File: config.mk
export PLATFORM = sky130hd
export DESIGN_NAME = dac_sweep_adc_average_sequencer_unit
export DESIGN_NICKNAME = d
export VERILOG_FILES = /design/src/rtl/dsas_pkg.sv /design/src/rtl/dsas_div.sv /design/src/rtl/dac_sweep_adc_average_sequencer_unit.sv
export SDC_FILE = /design/constraint.sdc
export NUM_CORES = 1
export LEC_CHECK = 0
export ABC_CLOCK_PERIOD_IN_PS = 3900
export BUFFER_PORTS_ARGS = -buffer_cell sky130_fd_sc_hd__buf_2
export CAP_MARGIN = 20
export CORE_MARGIN = 2
export CORE_UTILIZATION = 40
export DETAILED_ROUTE_END_ITERATION = 7
export GPL_TIMING_DRIVEN = 0
export MAX_ROUTING_LAYER = met4
export SYNTH_ARGS = -nofsm -noshare
export SYNTH_HDL_FRONTEND = slang
export SYNTH_HIERARCHICAL = 1
export SYNTH_SLANG_ARGS = --single-unit
File: constraint.sdc
create_clock -name clk -period 3.9 [get_ports clk]
set_input_delay 0.78 -clock clk [delete_from_list [all_inputs] [get_ports clk]]
set_output_delay 0.78 -clock clk [all_outputs]
set_load 0.03 [all_outputs]
File: src/rtl/dsas_pkg.sv
// ============================================================================
// dsas_pkg: shared types and constants for the DAC sweep / ADC average unit
// Result kinds, register indexes, stream widths and register reset values.
// ============================================================================
package dsas_pkg;

    localparam int LEVEL_W     = 12;
    localparam int TICK_W      = 16;
    localparam int SMP_IN_W    = 12;
    localparam int MEAN_W      = 12;
    localparam int CFG_IDX_W   = 3;
    localparam int CFG_DATA_W  = 16;
    localparam int IN_TDATA_W  = 32;
    localparam int IN_TUSER_W  = 1;
    localparam int OUT_TDATA_W = 40;
    localparam int OUT_TUSER_W = 2;

    typedef enum logic [1:0] {
        KIND_SET    = 2'd0,
        KIND_REPORT = 2'd1,
        KIND_END    = 2'd2,
        KIND_PARK   = 2'd3
    } kind_t;

    typedef enum logic [CFG_IDX_W-1:0] {
        REG_START_MV     = 3'd0,
        REG_STEP_MV      = 3'd1,
        REG_STOP_MV      = 3'd2,
        REG_SETTLE_TICKS = 3'd3,
        REG_DWELL_TICKS  = 3'd4,
        REG_PARK_TICKS   = 3'd5,
        REG_PARK_MV      = 3'd6
    } reg_index_t;

    localparam logic [LEVEL_W-1:0] LEVEL_MAX      = 12'd4095;
    localparam logic [LEVEL_W-1:0] RST_START_MV   = 12'd20;
    localparam logic [LEVEL_W-1:0] RST_STEP_MV    = 12'd30;
    localparam logic [LEVEL_W-1:0] RST_STOP_MV    = 12'd2000;
    localparam logic [TICK_W-1:0]  RST_SETTLE     = 16'd90;
    localparam logic [TICK_W-1:0]  RST_DWELL      = 16'd100;
    localparam logic [TICK_W-1:0]  RST_PARK_TICKS = 16'd10000;
    localparam logic [LEVEL_W-1:0] RST_PARK_MV    = 12'd1;

endpackage

File: src/rtl/dsas_div.sv
// ============================================================================
// dsas_div: serial restoring divider
// One quotient bit per cycle; the quotient is known to fit QUO_W bits.
// ============================================================================
module dsas_div #(
    parameter int SUM_W = 28,
    parameter int CNT_W = 16,
    parameter int QUO_W = 13
) (
    input  logic             clk,
    input  logic             rst_n,
    input  logic             start,
    input  logic [SUM_W-1:0] dividend,
    input  logic [CNT_W-1:0] divisor,
    output logic             done,
    output logic [QUO_W-1:0] quotient
);
    localparam int STEP_W = $clog2(QUO_W + 1);

    logic [CNT_W-1:0]  rem_reg, rem_next;
    logic [QUO_W-1:0]  quo_reg, quo_next;
    logic [STEP_W-1:0] step_reg, step_next;
    logic              busy_reg, busy_next;
    logic              done_reg, done_next;
    logic [CNT_W:0]    trial;
    logic [CNT_W:0]    diff;
    logic              fits;

    assign trial = {rem_reg, quo_reg[QUO_W-1]};
    assign diff  = trial - {1'b0, divisor};
    assign fits  = trial >= {1'b0, divisor};

    always_comb
    begin
        rem_next  = rem_reg;
        quo_next  = quo_reg;
        step_next = step_reg;
        busy_next = busy_reg;
        done_next = 1'b0;
        if (start)
        begin
            // high part is below the divisor, so only QUO_W steps remain
            rem_next  = CNT_W'(dividend >> QUO_W);
            quo_next  = dividend[QUO_W-1:0];
            step_next = STEP_W'(QUO_W);
            busy_next = 1'b1;
        end
        else if (busy_reg)
        begin
            rem_next  = fits ? diff[CNT_W-1:0] : trial[CNT_W-1:0];
            quo_next  = {quo_reg[QUO_W-2:0], fits};
            step_next = step_reg - STEP_W'(1);
            if (step_reg == STEP_W'(1))
            begin
                busy_next = 1'b0;
                done_next = 1'b1;
            end
        end
    end

    always_ff @(posedge clk or negedge rst_n)
    begin
        if (!rst_n)
        begin
            rem_reg  <= '0;
            quo_reg  <= '0;
            step_reg <= '0;
            busy_reg <= 1'b0;
            done_reg <= 1'b0;
        end
        else
        begin
            rem_reg  <= rem_next;
            quo_reg  <= quo_next;
            step_reg <= step_next;
            busy_reg <= busy_next;
            done_reg <= done_next;
        end
    end

    assign done     = done_reg;
    assign quotient = quo_reg;

endmodule

File: src/rtl/dac_sweep_adc_average_sequencer_unit.sv
// ============================================================================
// dac_sweep_adc_average_sequencer_unit: staircase DAC sweep with ADC averaging
// Tick and ADC-pair items drive a sweep sequencer; reports carry channel means.
// ============================================================================
// Each input transfer is either a timer tick (tuser = 0) or a completed ADC
// sample pair (tuser = 1), and each carries the notify-enable level. ADC pairs
// accumulate into two saturating sums. A tick advances the sweep: it may start
// the sweep, command the DACs (kind 0), report the truncated means of the
// samples taken since the step began (kind 1), raise the level, end the sweep
// with an end marker (kind 2) followed by a park command (kind 3), or close
// the park once it expires. Each result waits for a free output register; a
// report with samples runs both channels in turn through one shared serial
// divider, one quotient bit per cycle. The input is not ready while an item
// is being worked on. Results leave through an output register, so the next
// item may be accepted while the last result still waits for m_tready.
// Configuration writes are taken at any time but are meant for an idle block.
// ============================================================================
module dac_sweep_adc_average_sequencer_unit #(
    parameter int SAMPLE_BITS = 12,
    parameter int COUNT_BITS  = 16
) (
    input  logic                              clk,
    input  logic                              rst_n,
    // tdata: enabled[0], sample_a[12:1], sample_b[24:13], zero fill
    input  logic [dsas_pkg::IN_TDATA_W-1:0]   s_tdata,
    // tuser: op[0]
    input  logic [dsas_pkg::IN_TUSER_W-1:0]   s_tuser,
    input  logic                              s_tvalid,
    output logic                              s_tready,
    // tdata: level_mv[11:0], mean_a[23:12], mean_b[35:24], no_samples[36]
    output logic [dsas_pkg::OUT_TDATA_W-1:0]  m_tdata,
    // tuser: kind[1:0]
    output logic [dsas_pkg::OUT_TUSER_W-1:0]  m_tuser,
    output logic                              m_tlast,
    output logic                              m_tvalid,
    input  logic                              m_tready,
    input  logic                              cfg_valid,
    output logic                              cfg_ready,
    input  logic [dsas_pkg::CFG_IDX_W-1:0]    cfg_index,
    input  logic [dsas_pkg::CFG_DATA_W-1:0]   cfg_data
);
    import dsas_pkg::*;

    localparam int SUM_W = SAMPLE_BITS + COUNT_BITS;
    localparam int QUO_W = SAMPLE_BITS + 1;
    localparam int CMP_W = (COUNT_BITS > TICK_W) ? COUNT_BITS : TICK_W;
    localparam logic [COUNT_BITS-1:0] CNT_MAX = '1;
    localparam logic [SUM_W-1:0]      SUM_MAX = '1;

    typedef enum logic [2:0] {
        ST_IDLE,
        ST_LOAD_A,
        ST_WAIT_A,
        ST_LOAD_B,
        ST_WAIT_B,
        ST_EMIT,
        ST_EMIT_END
    } state_t;

    state_t state_reg, state_next;

    // configuration registers
    logic [LEVEL_W-1:0] start_mv_reg, step_mv_reg, stop_mv_reg, park_mv_reg;
    logic [TICK_W-1:0]  settle_ticks_reg, dwell_ticks_reg, park_ticks_reg;

    // sequencer state
    logic                  active_reg, active_next;
    logic                  parked_reg, parked_next;
    logic                  samp_open_reg, samp_open_next;
    logic                  step_open_reg, step_open_next;
    logic [LEVEL_W-1:0]    level_reg, level_next;
    logic [COUNT_BITS-1:0] settle_cnt_reg, settle_cnt_next;
    logic [COUNT_BITS-1:0] dwell_cnt_reg, dwell_cnt_next;
    logic [COUNT_BITS-1:0] park_cnt_reg, park_cnt_next;
    logic [SUM_W-1:0]      sum_a_reg, sum_a_next;
    logic [SUM_W-1:0]      sum_b_reg, sum_b_next;
    logic [COUNT_BITS-1:0] smp_cnt_reg, smp_cnt_next;

    // pending result
    kind_t              pend_kind_reg, pend_kind_next;
    logic [LEVEL_W-1:0] pend_level_reg, pend_level_next;
    logic [MEAN_W-1:0]  mean_a_reg, mean_a_next;
    logic [MEAN_W-1:0]  mean_b_reg, mean_b_next;
    logic               pend_ns_reg, pend_ns_next;

    // output register
    logic                   out_valid_reg, out_valid_next;
    kind_t                  out_kind_reg, out_kind_next;
    logic                   out_last_reg, out_last_next;
    logic [OUT_TDATA_W-1:0] out_data_reg, out_data_next;

    // input decode
    logic                   in_op;
    logic                   in_en;
    logic [SAMPLE_BITS-1:0] smp_a, smp_b;
    logic                   in_xfer;
    logic                   out_free;
    logic [SUM_W:0]         add_a, add_b;
    logic [LEVEL_W:0]       level_sum;
    logic                   settle_gt, dwell_gt, park_gt;
    // counter bases after a possible clear in this tick
    logic [COUNT_BITS-1:0]  settle_base, dwell_base, park_base;

    // divider hookup
    logic                   div_start;
    logic [SUM_W-1:0]       div_dividend;
    logic                   div_done;
    logic [QUO_W-1:0]       div_quotient;

    assign in_op   = s_tuser[0];
    assign in_en   = s_tdata[0];
    assign smp_a   = SAMPLE_BITS'(s_tdata[SMP_IN_W:1]);
    assign smp_b   = SAMPLE_BITS'(s_tdata[2*SMP_IN_W:SMP_IN_W+1]);
    assign s_tready = (state_reg == ST_IDLE);
    assign in_xfer  = s_tvalid && s_tready;
    assign out_free = !out_valid_reg || m_tready;
    assign cfg_ready = 1'b1;

    assign add_a     = {1'b0, sum_a_reg} + (SUM_W + 1)'(smp_a);
    assign add_b     = {1'b0, sum_b_reg} + (SUM_W + 1)'(smp_b);
    assign level_sum = {1'b0, level_reg} + {1'b0, step_mv_reg};

    assign settle_gt = CMP_W'(settle_cnt_reg) > CMP_W'(settle_ticks_reg);
    assign dwell_gt  = CMP_W'(dwell_cnt_reg)  > CMP_W'(dwell_ticks_reg);
    assign park_gt   = CMP_W'(park_cnt_reg)   > CMP_W'(park_ticks_reg);

    assign div_start    = (state_reg == ST_LOAD_A) || (state_reg == ST_LOAD_B);
    assign div_dividend = (state_reg == ST_LOAD_B) ? sum_b_reg : sum_a_reg;

    dsas_div #(
        .SUM_W (SUM_W),
        .CNT_W (COUNT_BITS),
        .QUO_W (QUO_W)
    ) u_div (
        .clk      (clk),
        .rst_n    (rst_n),
        .start    (div_start),
        .dividend (div_dividend),
        .divisor  (smp_cnt_reg),
        .done     (div_done),
        .quotient (div_quotient)
    );

    always_comb
    begin
        state_next      = state_reg;
        active_next     = active_reg;
        parked_next     = parked_reg;
        samp_open_next  = samp_open_reg;
        step_open_next  = step_open_reg;
        level_next      = level_reg;
        settle_cnt_next = settle_cnt_reg;
        dwell_cnt_next  = dwell_cnt_reg;
        park_cnt_next   = park_cnt_reg;
        sum_a_next      = sum_a_reg;
        sum_b_next      = sum_b_reg;
        smp_cnt_next    = smp_cnt_reg;
        pend_kind_next  = pend_kind_reg;
        pend_level_next = pend_level_reg;
        mean_a_next     = mean_a_reg;
        mean_b_next     = mean_b_reg;
        pend_ns_next    = pend_ns_reg;
        out_valid_next  = out_valid_reg && !m_tready;
        out_kind_next   = out_kind_reg;
        out_last_next   = out_last_reg;
        out_data_next   = out_data_reg;
        settle_base     = settle_cnt_reg;
        dwell_base      = dwell_cnt_reg;
        park_base       = park_cnt_reg;

        case (state_reg)
            ST_IDLE:
            begin
                if (in_xfer && in_op)
                begin
                    // accumulate the pair whatever the sweep is doing
                    sum_a_next   = add_a[SUM_W] ? SUM_MAX : add_a[SUM_W-1:0];
                    sum_b_next   = add_b[SUM_W] ? SUM_MAX : add_b[SUM_W-1:0];
                    smp_cnt_next = (smp_cnt_reg == CNT_MAX) ? CNT_MAX
                                   : smp_cnt_reg + COUNT_BITS'(1);
                end
                else if (in_xfer)
                begin
                    if (!active_reg && in_en)
                    begin
                        active_next = 1'b1;
                        parked_next = 1'b0;
                        level_next  = start_mv_reg;
                    end
                    else if (active_reg && in_en && !parked_reg
                             && level_reg <= stop_mv_reg)
                    begin
                        if (!samp_open_reg && !step_open_reg)
                        begin
                            // new step: command DACs and open sampling
                            pend_kind_next  = KIND_SET;
                            pend_level_next = level_reg;
                            mean_a_next     = '0;
                            mean_b_next     = '0;
                            pend_ns_next    = 1'b0;
                            settle_base     = '0;
                            dwell_base      = '0;
                            sum_a_next      = '0;
                            sum_b_next      = '0;
                            smp_cnt_next    = '0;
                            step_open_next  = 1'b1;
                            samp_open_next  = 1'b1;
                            state_next      = ST_EMIT;
                        end
                        else if (settle_gt && samp_open_reg && step_open_reg)
                        begin
                            samp_open_next  = 1'b0;
                            pend_kind_next  = KIND_REPORT;
                            pend_level_next = level_reg;
                            mean_a_next     = '0;
                            mean_b_next     = '0;
                            pend_ns_next    = 1'b1;
                            // sums are cleared once the divider is through
                            if (smp_cnt_reg != '0)
                            begin
                                state_next = ST_LOAD_A;
                            end
                            else
                            begin
                                state_next = ST_EMIT;
                            end
                        end
                        else if (!samp_open_reg && dwell_gt && step_open_reg)
                        begin
                            step_open_next = 1'b0;
                            level_next     = level_sum[LEVEL_W] ? LEVEL_MAX
                                             : level_sum[LEVEL_W-1:0];
                        end
                    end
                    else if (active_reg && in_en && !parked_reg)
                    begin
                        // end marker first, then the park command
                        pend_kind_next  = KIND_PARK;
                        pend_level_next = park_mv_reg;
                        mean_a_next     = '0;
                        mean_b_next     = '0;
                        pend_ns_next    = 1'b0;
                        park_base       = '0;
                        parked_next     = 1'b1;
                        state_next      = ST_EMIT_END;
                    end
                    else if (park_gt && active_reg && in_en && parked_reg)
                    begin
                        active_next = 1'b0;
                    end

                    // every tick advances all three counters
                    settle_cnt_next = (settle_base == CNT_MAX) ? CNT_MAX
                                      : settle_base + COUNT_BITS'(1);
                    dwell_cnt_next  = (dwell_base == CNT_MAX) ? CNT_MAX
                                      : dwell_base + COUNT_BITS'(1);
                    park_cnt_next   = (park_base == CNT_MAX) ? CNT_MAX
                                      : park_base + COUNT_BITS'(1);
                end
            end

            ST_LOAD_A:
            begin
                state_next = ST_WAIT_A;
            end

            ST_WAIT_A:
            begin
                if (div_done)
                begin
                    mean_a_next = MEAN_W'(div_quotient);
                    state_next  = ST_LOAD_B;
                end
            end

            ST_LOAD_B:
            begin
                state_next = ST_WAIT_B;
            end

            ST_WAIT_B:
            begin
                if (div_done)
                begin
                    mean_b_next  = MEAN_W'(div_quotient);
                    pend_ns_next = 1'b0;
                    sum_a_next   = '0;
                    sum_b_next   = '0;
                    smp_cnt_next = '0;
                    state_next   = ST_EMIT;
                end
            end

            ST_EMIT_END:
            begin
                if (out_free)
                begin
                    out_valid_next = 1'b1;
                    out_kind_next  = KIND_END;
                    out_last_next  = 1'b0;
                    out_data_next  = '0;
                    state_next     = ST_EMIT;
                end
            end

            ST_EMIT:
            begin
                if (out_free)
                begin
                    out_valid_next = 1'b1;
                    out_kind_next  = pend_kind_reg;
                    out_last_next  = 1'b1;
                    out_data_next  = OUT_TDATA_W'({pend_ns_reg, mean_b_reg,
                                                   mean_a_reg, pend_level_reg});
                    state_next     = ST_IDLE;
                end
            end

            default:
            begin
                state_next = ST_IDLE;
            end
        endcase
    end

    always_ff @(posedge clk or negedge rst_n)
    begin
        if (!rst_n)
        begin
            state_reg      <= ST_IDLE;
            active_reg     <= 1'b0;
            parked_reg     <= 1'b0;
            samp_open_reg  <= 1'b0;
            step_open_reg  <= 1'b0;
            level_reg      <= '0;
            settle_cnt_reg <= '0;
            dwell_cnt_reg  <= '0;
            park_cnt_reg   <= '0;
            sum_a_reg      <= '0;
            sum_b_reg      <= '0;
            smp_cnt_reg    <= '0;
            pend_kind_reg  <= KIND_SET;
            pend_level_reg <= '0;
            mean_a_reg     <= '0;
            mean_b_reg     <= '0;
            pend_ns_reg    <= 1'b0;
            out_valid_reg  <= 1'b0;
            out_kind_reg   <= KIND_SET;
            out_last_reg   <= 1'b0;
            out_data_reg   <= '0;
        end
        else
        begin
            state_reg      <= state_next;
            active_reg     <= active_next;
            parked_reg     <= parked_next;
            samp_open_reg  <= samp_open_next;
            step_open_reg  <= step_open_next;
            level_reg      <= level_next;
            settle_cnt_reg <= settle_cnt_next;
            dwell_cnt_reg  <= dwell_cnt_next;
            park_cnt_reg   <= park_cnt_next;
            sum_a_reg      <= sum_a_next;
            sum_b_reg      <= sum_b_next;
            smp_cnt_reg    <= smp_cnt_next;
            pend_kind_reg  <= pend_kind_next;
            pend_level_reg <= pend_level_next;
            mean_a_reg     <= mean_a_next;
            mean_b_reg     <= mean_b_next;
            pend_ns_reg    <= pend_ns_next;
            out_valid_reg  <= out_valid_next;
            out_kind_reg   <= out_kind_next;
            out_last_reg   <= out_last_next;
            out_data_reg   <= out_data_next;
        end
    end

    // configuration write channel; indexes beyond the list are dropped
    always_ff @(posedge clk or negedge rst_n)
    begin
        if (!rst_n)
        begin
            start_mv_reg     <= RST_START_MV;
            step_mv_reg      <= RST_STEP_MV;
            stop_mv_reg      <= RST_STOP_MV;
            settle_ticks_reg <= RST_SETTLE;
            dwell_ticks_reg  <= RST_DWELL;
            park_ticks_reg   <= RST_PARK_TICKS;
            park_mv_reg      <= RST_PARK_MV;
        end
        else if (cfg_valid && cfg_ready)
        begin
            case (cfg_index)
                REG_START_MV:     start_mv_reg     <= cfg_data[LEVEL_W-1:0];
                REG_STEP_MV:      step_mv_reg      <= cfg_data[LEVEL_W-1:0];
                REG_STOP_MV:      stop_mv_reg      <= cfg_data[LEVEL_W-1:0];
                REG_SETTLE_TICKS: settle_ticks_reg <= cfg_data[TICK_W-1:0];
                REG_DWELL_TICKS:  dwell_ticks_reg  <= cfg_data[TICK_W-1:0];
                REG_PARK_TICKS:   park_ticks_reg   <= cfg_data[TICK_W-1:0];
                REG_PARK_MV:      park_mv_reg      <= cfg_data[LEVEL_W-1:0];
                default:          ;
            endcase
        end
    end

    assign m_tvalid = out_valid_reg;
    assign m_tdata  = out_data_reg;
    assign m_tuser  = out_kind_reg;
    assign m_tlast  = out_last_reg;

endmodule

=== Word level (Yosys, flattened, before mapping) ===
Cells that the tools add are included.

* ROM bits: 0
* Memories kept: 0
* Bits of input ports: 57
* Bits in writable memories: 0
* Logic and storage cells: 265
* Output and inout bits: 46
* Latch bits: 0
* Register bits after elaboration: 353

* Muxes and demuxes: 123
* Div/mod/pow operators: 0
* Multipliers: 0
* $lt $le $gt $ge: 5
* Bitwise gates (word level): 2
* Reduce and logical (&&, ||, !) cells: 57
* Shift-type cells: 0
* Add/sub/neg operators: 9
* Eq/ne operators: 36

{| class="wikitable"
|+ Operators with widths
! kind !! count
|-
| $mux 16 || 31
|-
| $mux 28 || 10
|-
| $mux 12 || 18
|-
| $pmux 28 s2 || 2
|-
| $mux 40 || 2
|-
| $pmux 40 s2 || 1
|-
| $add 16x1->16 const B || 4
|-
| $eq 16x16->1 const B || 4
|-
| $add 28x12->29 || 2
|-
| $gt 16x16->1 || 3
|-
| $pmux 12 s2 || 2
|-
| $mux 3 || 12
|-
| $pmux 16 s2 || 1
|-
| $mux 1 || 30
|-
| $reduce_and 7->1 || 4
|-
| $mux 13 || 2
|-
| $reduce_and 6->1 || 4
|-
| $reduce_bool 2->1 || 11
|-
| $pmux 3 s7 || 1
|-
| $eq 3x3->1 const B || 6
|-
| $ne 2x2->1 const B || 9
|-
| $ge 17x16->1 || 1
|-
| $reduce_bool 16->1 || 1
|-
| $sub 16x16->16 || 1
|-
| 24 further kinds || 70
|}

=== Depth between registers and ports, before layout ===
* Depth in word-level cells: 10
* Mapped depth: 18
* Mapped depth without buffers: 17

=== Cells and area by module ===
The synthesis kept the hierarchy.

{| class="wikitable"
|+ Modules (own cells, without submodules)
! module !! sequential area each (um^2) !! times used !! cells an instance !! area each (um^2)
|-
| dac_sweep_adc_average_sequencer_unit || 7,913.8 || 1 || 1,807 || 17,553.1
|-
| dsas_div || 875.8 || 1 || 336 || 2,870.3
|}

=== Worst setup path after synthesis ===
No wires, ideal clock.

* Path type: reg-to-reg
* From: reg stop_mv_reg[10]
* To: reg settle_cnt_reg[7]
* Library setup time: 0.121 ns
* Cell stages (with the launch flop): 19
* Setup slack: -0.004 ns
* Data required time: 3.779 ns
* Period minus slack after synthesis: 3.904 ns
* Buffers on the path: 2
* Arrival time: 3.783 ns
* Cells stage by stage: dfstp_2 inv_1 ha_1 a21oi_1 nand2_1 a21o_1 o31a_2 nor3_4 clkbuf_1 nor2_1 ha_1 and3_1 and3_1 and2_1 nand4_1 or3_1 buf_2 o21ai_0 a22o_1

* Longest elaborated chain between the ends: 9
* Elaborated cells between the ends (all ways): 10
* Those cells by class: add/sub (1); order compare (1); eq/ne (1); mux (6); reduce/logical (1)

{| class="wikitable"
|+ Ends and longest elaborated chain
! what !! RTL line !! text
|-
| start: declaration || dac_sweep_adc_average_sequencer_unit.sv:63 || <nowiki>logic [LEVEL_W-1:0] start_mv_reg, step_mv_reg, stop_mv_reg, park_mv_reg;</nowiki>
|-
| start signal: assignment || dac_sweep_adc_average_sequencer_unit.sv:396 || <nowiki>REG_STOP_MV: stop_mv_reg <= cfg_data[LEVEL_W-1:0];</nowiki>
|-
| $le 12x12->1 * || dac_sweep_adc_average_sequencer_unit.sv:191 || <nowiki>&& level_reg <= stop_mv_reg)</nowiki>
|-
| $logic_and 1x1->1 * || dac_sweep_adc_average_sequencer_unit.sv:191 ||
|-
| $mux 16 * || dac_sweep_adc_average_sequencer_unit.sv:190 || <nowiki>else if (active_reg && in_en && !parked_reg</nowiki>
|-
| $mux 16 * || dac_sweep_adc_average_sequencer_unit.sv:184 || <nowiki>if (!active_reg && in_en)</nowiki>
|-
| $mux 16 * || dac_sweep_adc_average_sequencer_unit.sv:182 || <nowiki>else if (in_xfer)</nowiki>
|-
| $mux 16 * || dac_sweep_adc_average_sequencer_unit.sv:174 || <nowiki>if (in_xfer && in_op)</nowiki>
|-
| $mux 16 * || dac_sweep_adc_average_sequencer_unit.sv:171 || <nowiki>case (state_reg)</nowiki>
|-
| $add 16x1->16 / $eq 16x16->1 (equally long branches) || dac_sweep_adc_average_sequencer_unit.sv:254, dac_sweep_adc_average_sequencer_unit.sv:253 ||
|-
| $mux 16 * || dac_sweep_adc_average_sequencer_unit.sv:253 || <nowiki>settle_cnt_next = (settle_base == CNT_MAX) ? CNT_MAX</nowiki>
|-
| end signal: assignment || dac_sweep_adc_average_sequencer_unit.sv:360 || <nowiki>settle_cnt_reg <= settle_cnt_next;</nowiki>
|-
| end: declaration || dac_sweep_adc_average_sequencer_unit.sv:72 || <nowiki>logic [COUNT_BITS-1:0] settle_cnt_reg, settle_cnt_next;</nowiki>
|}

Every way passes the cells marked *; elsewhere a longest branch is shown, timed or not. The select of a mux whose other input is x is not followed.
A chain may end at the register's enable or synchronous reset.

=== Final worst setup path ===
* From: reg stop_mv_reg[10]
* To: reg dwell_cnt_reg[2]

* Longest elaborated chain between the ends: 9
* Elaborated cells between the ends (all ways): 10
* Those cells by class: add/sub (1); order compare (1); eq/ne (1); mux (6); reduce/logical (1)

{| class="wikitable"
|+ Ends and longest elaborated chain
! what !! RTL line !! text
|-
| $le 12x12->1 * || dac_sweep_adc_average_sequencer_unit.sv:191 ||
|-
| $logic_and 1x1->1 * || dac_sweep_adc_average_sequencer_unit.sv:191 ||
|-
| $mux 16 * || dac_sweep_adc_average_sequencer_unit.sv:190 ||
|-
| $mux 16 * || dac_sweep_adc_average_sequencer_unit.sv:184 ||
|-
| $mux 16 * || dac_sweep_adc_average_sequencer_unit.sv:182 ||
|-
| $mux 16 * || dac_sweep_adc_average_sequencer_unit.sv:174 ||
|-
| $mux 16 * || dac_sweep_adc_average_sequencer_unit.sv:171 ||
|-
| $add 16x1->16 / $eq 16x16->1 (equally long branches) || dac_sweep_adc_average_sequencer_unit.sv:256, dac_sweep_adc_average_sequencer_unit.sv:255 ||
|-
| $mux 16 * || dac_sweep_adc_average_sequencer_unit.sv:255 || <nowiki>dwell_cnt_next = (dwell_base == CNT_MAX) ? CNT_MAX</nowiki>
|-
| end signal: assignment || dac_sweep_adc_average_sequencer_unit.sv:361 || <nowiki>dwell_cnt_reg <= dwell_cnt_next;</nowiki>
|-
| end: declaration || dac_sweep_adc_average_sequencer_unit.sv:73 || <nowiki>logic [COUNT_BITS-1:0] dwell_cnt_reg, dwell_cnt_next;</nowiki>
|}

Marks and branches as above.

==> metrics.md <==
| Metric | Value |
|---|---|
| Slew headroom | 0.339 |
| DRC viols | 0 |
| Util after Layout | 0.470 |
| First-pass GRT wire length | 95600 µm |
| Count leader, synth | dfrtp_1 |
| Worst slew pin tran | 0.992 ns |
| Via count | 17400 |
| Register bit count reported by yosys | 350 |
| Clk slew on worst S/H paths | 0.06 ns |
| Worst path required time | 4.38 ns |
| VDD IR max | 0.452 mV |
| Multi-input gate area | 10800 µm² |
| DR WL met2 | 28000 µm |
| Minimum clock period | 3.78 ns |
| Setup violations, final | 0 |
| Sequential standard cell area | 8790 µm² |
| Core area | 50300 µm² |
| Leak | 10.7 nW |
| Root Driver | clkbuf_16 |
| Beginning of the worst register-to-register path | stop_mv_reg[10]$_DFFE_PN1P_ |
| Finished Layout Cells | 3005 |
| Slew Viols, Final | 0 |
| Layout Nets | 2479 |
| Routed wire length | 60400 µm |
| ANT nets after route | 0 |
| Crit path kind | flop to flop |
| M1 wire length | 27200 µm |
| Worst Path Arrival | 4.26 ns |
| Antenna violations before repair | 0 |
| Post-synth EDFFs | 0 |
| Deepest clock path buffer count | 3 |
| R2R Setup Slk | 0.12 ns |
| Post-synth top area share | 0.398 |
| Clock Latency Late Sink | 0.58 ns |
| DRT iter0 DRCs | 1344 |
| Final setup TNS | 0 ns |
| Final worst path period share | 0.968 |
| Vias in the first global route | 17300 |
| Area leader, netlist | dfrtp_1 |
| Vias per cell | 5.80 |
| Clock skew | 0.0277 ns |
| Max Freq | 265 MHz |
| Dpl hpwl | 43700 µm |
| Worst-case reg-to-reg path depth | 18 |
| Initial Util | 0.406 |
| YS warnings | 6 |
| Die Height | 230 µm |
| Most used DFF post-synth | dfrtp_1 |
| R2R Path End | dwell_cnt_reg[2]$_DFFE_PN0P_ |
| Rows | 82 |
| CP startpoint | stop_mv_reg[10]$_DFFE_PN1P_ |
| CTS tree | done |
| Crit path launch type | flop |
| Netlist cell types | 93 |
| Max cap viols | 0 |
| Syn Inst Count | 2143 |
| Full die area | 52900 µm² |
| Leading post-synthesis cells by cell area | dfrtp_1, ha_1, mux2_2 |
| Post-synthesis sequential area ratio | 0.430 |
| Share of layout cells above drive strength 1 | 0.169 |
| First drt pass iteration count | 8 |
| # IOs | 103 |
| Synth async-reset ratio | 1.00 |
| DR WL/cell | 20.1 µm |
| Max FFs per register | 37 |
| Top Metal Used | met4 |
| Total grt overflow | 0 |
| Area grow syn2layout | 15.6% |
| Status | completed |
| Worst hold path class | primary input to async pin |
| H-tree levels | 2 |
| Total Routing Usage GR | 0.233 |
| Largest net degree at the start of global routing | 123 |
| IO buf count | 90 |
| Gpl congestion | 0.911 |
| Avg Inst Size Synth | 9.53 µm² |
| Dpl cells | 2910 |
| CP Max Fanout | 5 |
| Final Hold Fails | 0 |
| TritonCTS Sinks | 350 |
| Cts bufs inserted | 42 |
| PwrDens | 645 nW/µm² |
| CP endpoint | dwell_cnt_reg[2]$_DFFE_PN0P_ |
| Synth Cell Area | 20400 µm² |
| Fill cells | 4779 |
| Die X | 230 µm |
| N_diodes | 0 |
| Routed wl met3 | 3150 µm |
| Synth top cells by count | dfrtp_1, o21ai_0, nand2_1 |
| Crit end category | flop |
## cell families after synthesis
group	synth area share
multiplexers	0.0689
AO/OA/AOI/OAI	0.213
buffers and inverters	0.0516
XOR/XNOR	0.0154
adder cells (fa/ha/maj)	0.0768
flip-flops	0.430
AND/OR/NAND/NOR	0.144
other	0.000368
## layout make-up
cell class / instances / area share
tap: 672 / 0.0356
clock buffer: 63 / 0.0538
clock inverter: 15 / 0.00620
sequential: 350 / 0.372
buffer: 110 / 0.0233
inverter: 143 / 0.0227
multi-input combinational: 1541 / 0.456
timing repair buffer: 111 / 0.0301
## stage by stage
| stage | area (µm²) | hold slack, ns | worst slack, ns | power (mW) |
|---|---|---|---|---|
| finish | 23600 | 0.0421 | 0.123 | 15.2 |
| global route | 23600 | 0.0229 | -0.0104 | 16.2 |
| CTS | 23400 | 0.0211 | 0.00757 | 15.2 |
| detailed placement | 21800 | 0.471 | -0.906 | 11.0 |
| global placement | 21700 | 0.463 | -4.95 | 10.8 |
| floorplan | 20400 | 0.449 | 0.0852 | 9.33 |
## per-layer routing
| layer | global-route usage | vias to the layer above |
|---|---|---|
| met4 | 0.0813 | 0 |
| met3 | 0.0309 | 107 |
| met2 | 0.369 | 561 |
| met5 | - | - |
| met1 | 0.307 | 8642 |
| li1 | - | 8110 |
## how the worst min path moves through the flow
stage	cells past startpoint	slack, ns	endpoint	start
4_1_cts	1	0.02	park_ticks_reg[12]$_DFFE_PN0P_	rst_n
6_report	1	0.04	park_ticks_reg[12]$_DFFE_PN0P_	rst_n
3_5_place_dp	1	0.47	m_tlast$_DFFE_PN0P_	m_tlast$_DFFE_PN0P_
3_3_place_gp	1	0.46	m_tlast$_DFFE_PN0P_	m_tlast$_DFFE_PN0P_
2_1_floorplan	2	0.45	pend_kind_reg[1]$_DFFE_PN0P_	pend_kind_reg[1]$_DFFE_PN0P_
5_1_grt	1	0.02	park_ticks_reg[12]$_DFFE_PN0P_	rst_n
## repair_timing
item / in CTS / in global routing
endpoints found under the hold margin: 0 / 0
cloned: 0 / 1
gates resized for setup: 26 / 23
buffers inserted: 10 / 7
endpoints found under the setup margin: 48 / 32
hold buffers: 0 / 0
pin swaps: 5 / 11
## critical path, cell delays in order, from the launching register on
cell      delay, ns
dfstp_2        0.51
inv_1          0.07
ha_4           0.28
nand4_1        0.12
buf_6          0.15
a211oi_4       0.29
buf_12         0.15
o31ai_4        0.09
nand3_4        0.12
buf_4          0.13
and2_1         0.13
ha_2           0.18
and3_4         0.18
and3_4         0.20
nand2_2        0.08
or2_4          0.25
or3_4          0.37
buf_8          0.15
a311oi_2       0.26
## report_power, final
part | internal (mW) | total [mW] | switching, mW
registers | 4.50 | 5.28 | 0.779
clock network | 2.39 | 4.02 | 1.63
logic | 2.49 | 5.92 | 3.43
total | 9.38 | 15.2 | 5.85
## cells in the final DEF (no fill, tap or decap), types with 27 or more instances in the layout
cell / count
clkbuf_1: 73
mux2_2: 91
mux2i_1: 37
nand4_1: 41
buf_2: 105
nand2b_1: 27
dfrtp_1: 325
nand2_1: 182
a21oi_1: 154
a31oi_1: 36
nor2_1: 104
ha_1: 115
a21o_1: 32
a22o_1: 79
and3_1: 38
inv_1: 142
o21ai_0: 195
clkbuf_16: 43
nand3_1: 58
No activity file was read; power rests on OpenSTA's default activity.
